## src/grid_raycast_column_renderer_defines.svh

```systemverilog
// Assertion macros for the grid raycast column renderer.
`ifndef GRID_RAYCAST_COLUMN_RENDERER_DEFINES_SVH
`define GRID_RAYCAST_COLUMN_RENDERER_DEFINES_SVH
`ifndef SYNTH
`define GRC_ASSERT_IMPL(label, clk, rst, prop) \
   label: assert property (@(posedge clk) disable iff (rst) prop) \
      else $error("assertion failed");
`define GRC_ASSERT_NEVER(label, clk, rst, expr) \
   label: assert property (@(posedge clk) disable iff (rst) !(expr)) \
      else $error("assertion failed");
`else
`define GRC_ASSERT_IMPL(label, clk, rst, prop)
`define GRC_ASSERT_NEVER(label, clk, rst, expr)
`endif
`endif

```

## src/grc_pkg.sv

```systemverilog
// Shared types and constants of the grid raycast column renderer.
package grc_pkg;
   localparam int SCREEN_WIDTH_DEF     = 120;
   localparam int SCREEN_HEIGHT_DEF    = 40;
   localparam int MAP_SIDE_DEF         = 16;
   localparam int VIEW_ANGLE_PHASE_DEF = 8192;

   localparam logic [2:0] CSR_MAP_A = 3'd0;
   localparam logic [2:0] CSR_MAP_B = 3'd1;
   localparam logic [2:0] CSR_MAP_C = 3'd2;
   localparam logic [2:0] CSR_MAP_D = 3'd3;
   localparam logic [2:0] CSR_STEP  = 3'd4;
   localparam logic [2:0] CSR_DEPTH = 3'd5;

   localparam logic [15:0] CH_SPACE  = 16'h0020;
   localparam logic [15:0] CH_FULL   = 16'h2588;
   localparam logic [15:0] CH_DARK   = 16'h2593;
   localparam logic [15:0] CH_MEDIUM = 16'h2592;
   localparam logic [15:0] CH_LIGHT  = 16'h2591;
   localparam logic [15:0] CH_DASH   = 16'h2578;
   localparam logic [15:0] CH_X      = 16'h0078;
   localparam logic [15:0] CH_DOT    = 16'h002E;

   // Ray job handed from the front part to the marcher.
   typedef struct packed {
      logic [15:0] px;
      logic [15:0] py;
      logic [15:0] angle;
   } job_type;
endpackage

```

## src/grc_front.sv

```systemverilog
// Front part: accept a column transaction, derive its ray angle and queue the job.
module grc_front #(
   parameter int SCREEN_WIDTH     = grc_pkg::SCREEN_WIDTH_DEF,
   parameter int VIEW_ANGLE_PHASE = grc_pkg::VIEW_ANGLE_PHASE_DEF
) (
   input  logic             clock,
   input  logic             reset,
   input  logic             req_valid,
   output logic             req_stall,
   input  logic [15:0]      req_player_x,
   input  logic [15:0]      req_player_y,
   input  logic [15:0]      req_heading,
   input  logic [6:0]       req_column,
   output logic             q_valid,
   input  logic             q_pop,
   output grc_pkg::job_type q_job
);
   import grc_pkg::*;
   localparam int HALF = VIEW_ANGLE_PHASE / 2;

   // Two-entry queue
   job_type    mem_ff [2];
   logic       wp_ff, wp_in, rp_ff, rp_in;
   logic [1:0] cnt_ff, cnt_in;
   logic       push;
   logic [15:0] off;
   logic [15:0] ang;

   assign req_stall = (cnt_ff == 2'd2);
   assign push      = req_valid && !req_stall;

   // Look up column times the view width, divided by the screen width
   always_comb begin
      off = '0;
      for (int i = 0; i < 128; i++) begin
         if (req_column == 7'(i)) off = 16'((i * VIEW_ANGLE_PHASE) / SCREEN_WIDTH);
      end
   end

   assign ang = req_heading - 16'(HALF) + off;

   assign q_valid = (cnt_ff != 2'd0);
   assign q_job   = mem_ff[rp_ff];

   always_comb begin
      wp_in  = wp_ff + 1'(push);
      rp_in  = rp_ff + 1'(q_pop);
      cnt_in = cnt_ff + 2'(push) - 2'(q_pop);
   end

   // Advance pointers
   always_ff @(posedge clock) begin
      if (reset) begin
         wp_ff  <= 1'b0;
         rp_ff  <= 1'b0;
         cnt_ff <= 2'd0;
      end else begin
         wp_ff  <= wp_in;
         rp_ff  <= rp_in;
         cnt_ff <= cnt_in;
      end
   end

   // Store accepted job
   always_ff @(posedge clock) begin
      if (push) begin
         mem_ff[wp_ff] <= '{px: req_player_x, py: req_player_y, angle: ang};
      end
   end
endmodule

```

## config.mk

```make
export PLATFORM = sky130hd
export DESIGN_NAME = grc_front
export DESIGN_NICKNAME = d
export VERILOG_FILES = /design/src/grid_raycast_column_renderer_defines.svh /design/src/grc_pkg.sv /design/src/grc_front.sv
export SDC_FILE = /design/constraint.sdc
export NUM_CORES = 1
export LEC_CHECK = 0
export ABC_AREA = 1
export ABC_CLOCK_PERIOD_IN_PS = 8700
export BUFFER_PORTS_ARGS = -buffer_cell sky130_fd_sc_hd__buf_2
export CAP_MARGIN = 0
export CORE_MARGIN = 2
export CORE_UTILIZATION = 40
export CTS_CLUSTER_SIZE = 25
export DETAILED_ROUTE_END_ITERATION = 6
export PLACE_DENSITY = 0.62
export SYNTH_ARGS = -nofsm -noshare
export SYNTH_HDL_FRONTEND = slang
export SYNTH_SLANG_ARGS = --single-unit
```

## constraint.sdc

```tcl
create_clock -name clock -period 8.7 [get_ports clock]
set_input_delay 1.74 -clock clock [delete_from_list [all_inputs] [get_ports clock]]
set_output_delay 1.74 -clock clock [all_outputs]
set_load 0.01 [all_outputs]
```

# Word level (Yosys, flattened, before mapping)
# Memory sizes are Yosys's and may differ from the RTL's. A register that Yosys moved wholly into a read port is not among the register bits.
# Index checks and enable logic that the tools add are counted.
[classes]
addsub = 6
n_mul = 0
n_div = 0
magnitude_cmp = 0
n_eq_ne = 128
shifts = 0
muxes = 130
n_bitwise = 0
reduce_logical = 3
[op_table]
columns = ["op", "count"]
rows = [
  ["2-to-1 mux 16 bit", 126],
  ["== test 7 bit, second input constant", 64],
  ["== test 7 x 6 -> 1 bit, second input constant", 32],
  ["== test 7 x 5 -> 1 bit, second input constant", 16],
  ["== test 7 x 4 -> 1 bit, second input constant", 8],
  ["== test 7 x 3 -> 1 bit, second input constant", 4],
  ["adder 16 bit", 1],
  ["subtractor 16 x 13 -> 16 bit, second input constant", 1],
  ["== test 7 x 2 -> 1 bit, second input constant", 2],
  ["== test 7 x 1 -> 1 bit, second input constant", 1],
  ["2-to-1 mux 7 bit", 1],
  ["2-to-1 mux 1 bit", 3],
  ["adder 1 bit", 2],
  ["adder 2 x 1 -> 2 bit", 1],
  ["== test 2 bit, second input constant", 1],
  ["nonzero test 2 bit", 1],
  ["subtractor 2 x 1 -> 2 bit", 1],
  ["logical AND 1 bit", 1],
  ["logical NOT 1 bit", 1],
]
[word_totals]
ff_bits = 4
latchBits = 0
ram_bits = 96
rom_bits = 0
inputBits = 59
output_inout_bits = 50
word_cells = 271
mem_count = 1
[memory_table]
columns = ["memory", "words", "width", "read_ports", "rd_clocked_by_memory_dff", "write_ports", "line", "rtl"]
rows = [
  ["mem_ff", 2, 48, 1, 1, 1, "grc_front.sv:22", "job_type mem_ff [2];"],
]

# Logic depth before layout (Yosys ltp)
[depth]
ltp_word = 129
ltp_mapped = 50
depth_no_buf = 49

# Worst setup path after synthesis
# OpenSTA, ideal clock, no wires.
[synth_timing]
kind = "input to register"
start = "in req_column[1]"
end = "mem mem_ff[0][15] (netlist name), data pin"
setup_ps = 264
arrival_time_ps = 6549
t_required_ps = 8436
path_slack_ps = 1887
stages = 50
path_buffers = 1
path_cell_list = "buf_6 -> inv_6 -> nand2_4 -> nor2_2 -> nand2_1 -> nand3_2 -> nor2_2 -> nand4_1 -> nor2_1 -> nand4_1 -> nor2_1 -> nand4_1 -> nor2_1 -> nand4_1 -> nor2_1 -> nand4_1 -> nor2_1 -> nand4_1 -> (+14 left out) -> ha_1 -> inv_1 -> fa_1 -> o21ai_0 -> a21oi_1 -> inv_1 -> a21oi_1 -> o21ai_0 -> a21oi_1 -> o21bai_1 -> a21oi_1 -> o21bai_1 -> nand2_1 -> inv_1 -> nor2_1 -> nor2_1 -> nor2_1 -> xor2_1"
[synth_via]
elab_chain_cells = 129
elab_cells_between_ends = 255
cone_classes = "add/sub: 1; eq/ne: 127; mux: 127"
[synth_lines]
columns = ["element", "line", "rtl"]
rows = [
  ["start, declared", "grc_front.sv:13", "input logic [6:0] req_column,"],
  ["== test 7 x 1 -> 1 bit", "grc_front.sv:36", "if (req_column == 7'(i)) off = 16'((i * VIEW_ANGLE_PHASE) / SCREEN_WIDTH);"],
  ["2-to-1 mux 7 bit", "grc_front.sv:36", ""],
  ["2-to-1 mux 16 bit (125 in series)", "grc_front.sv:36", ""],
  ["2-to-1 mux 16 bit *", "grc_front.sv:36", ""],
  ["adder 16 bit *", "grc_front.sv:40", "assign ang = req_heading - 16'(HALF) + off;"],
  ["net ang[15]", "grc_front.sv:27", "logic [15:0] ang;"],
  ["end, declared", "grc_front.sv:22", ""],
]
# Mark *: on every way through the listed nets, which the timed path passes. The rest lies on a longest branch.

# Worst setup path after layout
[layout_timing]
start = "in req_column[3]"
end = "mem mem_ff[0][15] (netlist name), data pin"
# The elaborated chain is that of the path after synthesis.

==> results.json <==
{
  "grt_pass1_wl_um": 23300,
  "synth_largest_area_cell": "edfxtp_1",
  "synth.area.top_cells": "edfxtp_1 50%, mux2_2 9.3%, ha_1 6.9%",
  "synth_top_family_by_area": "simple AND/OR/NAND/NOR gates",
  "slew_violations": 0,
  "hold_start": "cnt_ff[1]$_SDFF_PP0_",
  "synth_top_area_share": 0.497,
  "vias": 4579,
  "syn_nets": 649,
  "cts_max_level": 3,
  "final_cells": 866,
  "critical_path.slowest_cell": "fa_1",
  "placed_cell_area_sq_um": 6600,
  "critPathLaunch": "req_column[3]",
  "antenna_found_initial": 0,
  "die_w_um": 124,
  "cts_buffers": 9,
  "coreArea_sq_um": 14400,
  "cts_tree": "built",
  "pre_cts_ws_ns": 0.714,
  "antenna_cells": 0,
  "cts-resized-gates": 0,
  "synth.yosys.seq_area_share": 0.511,
  "grtUsageTotal": 0.188,
  "cp-end-kind": "register",
  "synth_area_per_cell_sq_um": 10.4,
  "nets": 769,
  "cts.repair_timing.setup_buffer_count": 0,
  "netlist_area_sq_um": 5800,
  "maxClockFrequency_mhz": 131,
  "outcome": "completed",
  "drive_gt1_frac": 0.302,
  "final_cell_area_sq_um": 6910,
  "worstPathMaxFanout": 5,
  "dp.cells": 850,
  "rsz0062_at_grt": "false",
  "powerDensity_nw_per_um2": 206,
  "synthAdderAreaFrac": 0.0725,
  "hold_viol": 0,
  "die_y_um": 124,
  "cts-root-buf": "clkbuf_16",
  "fin_crit_sh": 0.878,
  "drtIter0Drc": 395,
  "utilization": 0.481,
  "initial_core_util": 0.404,
  "multi_input_area_sq_um": 2470,
  "final.fill_count": 1286,
  "wirelength_um": 14700,
  "post_drt_wl_per_cell_um": 17.0,
  "layout_commonest_cell": "buf_2",
  "synth_compound_area_frac": 0.0831,
  "worstMarginPinSlew_ns": 0.783,
  "tns_ns": 0,
  "grt.overflow.total": 0,
  "dp_hpwl_um": 11200,
  "synth_simple_gate_area_frac": 0.154,
  "first_pass_iters": 5,
  "worstPathArrival_ns": 7.72,
  "vias_per_cell": 5.29,
  "cp_common_cell": "nor2_1",
  "setup_ws_ns": 1.06,
  "mostFrequentLayoutCells": "108 x buf_2, 96 x edfxtp_1, 86 x nor2_1, 76 x inv_1, 48 x mux2_2",
  "ys_types": 44,
  "fp-row-count": 44,
  "areaGrowthSynthToFinish_pct": 19.1,
  "layout_min_cycle_time_ns": 7.64,
  "min_path_type": "register to register",
  "insertion_delay_ns": 0.34,
  "p_leak_nw": 2.83,
  "clock-sinks": 100,
  "reg2reg_from": "cnt_ff[1]$_SDFF_PP0_",
  "slowest_delay_ns": 0.40,
  "ys_warn_count": 0,
  "cap_violations": 0,
  "vdd_drop_max_mv": 0.0917,
  "synth-seq-cells": 100,
  "synth_xor_area_frac": 0.0227,
  "clk_pin_slew_worst_paths_ns": 0.07,
  "ctsHoldBuffers": 0,
  "clock-skew-final_ns": 0.0125,
  "grt_max_degree": 42,
  "syn_inst": 557,
  "ff_latch_area_sq_um": 2960,
  "portBuffers": 108,
  "dieArea_sq_um": 15500,
  "cp-start-kind": "primary input",
  "worstPathRequired_ns": 8.78,
  "grt_pass1_vias": 4496,
  "critPathKind": "primary input to register",
  "setup_viol": 0,
  "clk_path_buf_depth": 2,
  "boundaryPins": 109,
  "postRouteAntennaNets": 0,
  "gp_congestion": 1.00,
  "route.detailed.drc": 0,
  "synth_mux_area_frac": 0.0932,
  "max-slew-margin-rel": 0.471
}
[final timing paths]
path | end | slack (ns) | depth (start not counted)
min reg2reg | cnt_ff[1]$_SDFF_PP0_ | 0.60 | 3
max | mem_ff[0][15]$_DFFE_PP_ | 1.06 | 49
min | cnt_ff[1]$_SDFF_PP0_ | 0.60 | 3
max reg2reg | mem_ff[1][6]$_DFFE_PP_ | 6.85 | 5
[metrics by stage]
stage	hold WS, ns	total power [mW]
finish	0.598	1.42
global route	0.614	1.50
CTS	0.604	1.44
detailed placement	0.594	1.03
global placement	0.560	1.02
floorplan	0.532	0.903
[area by class of cell]
type	count	share of cell area
clock buffer	11	0.0366
clock inverter	5	0.00833
inverter	84	0.0465
multi-input combinational	365	0.358
sequential	100	0.429
tap	184	0.0333
timing repair buffer	117	0.0880
[cell usage after synthesis, drive strengths merged]
| library cell | instances |
|---|---|
| edfxtp | 96 |
| nor2 | 90 |
| inv | 81 |
| mux2 | 48 |
| nand2 | 45 |
| o21ai | 34 |
| ha | 32 |
| a21oi | 26 |
| nand4 | 22 |
| nor3 | 10 |
| xor2 | 10 |
| o211ai | 8 |
| buf | 7 |
| nand3 | 7 |
| a31oi | 5 |
| xnor2 | 5 |
| dfxtp | 4 |
| o2111ai | 4 |
| a211oi | 3 |
| clkinv | 3 |
| and3 | 2 |
| nand3b | 2 |
| nor3b | 2 |
| nor4 | 2 |
| o21bai | 2 |
| a311oi | 1 |
| clkbuf | 1 |
| fa | 1 |
| nor4b | 1 |
| o311ai | 1 |
| or2 | 1 |
| or3 | 1 |
[routing by layer]
metal / vias up / track usage / share of wire
met5: - / 0 / 0
met4: 0 / 0.0998 / 0.042
met3: 43 / 0.0301 / 0.057
met2: 202 / 0.310 / 0.48
met1: 2128 / 0.238 / 0.42
li1: 2206 / - / -
[critical path, delay by kind of cell]
kind | cells | cell delay [ns]
AOI/OAI and AO/OA | 8 | 1.42
xor gates and xnor gates | 1 | 0.14
adders and majority gates | 2 | 0.73
buffers and inverters | 7 | 0.81
and+or+nand+nor | 31 | 2.84
[flip-flops by register name, summed over array words and instances, names as in the netlist]
name,cells
rp_ff,1
mem_ff,96
cnt_ff,2
wp_ff,1
[where the power goes]
part	switching [mW]	internal (mW)
Sequential	0.0153	0.628
Clock	0.163	0.239
Combinational	0.220	0.154
Total	0.399	1.02
[kinds of logic after synthesis]
kind of cell	after synthesis
AND/OR/NAND/NOR	185
flip-flops	100
buffers and inverters	92
AO/OA/AOI/OAI	84
multiplexers	48
adder cells (fa/ha/maj)	33
XOR/XNOR	15
Power figures use the tool's default switching activity.
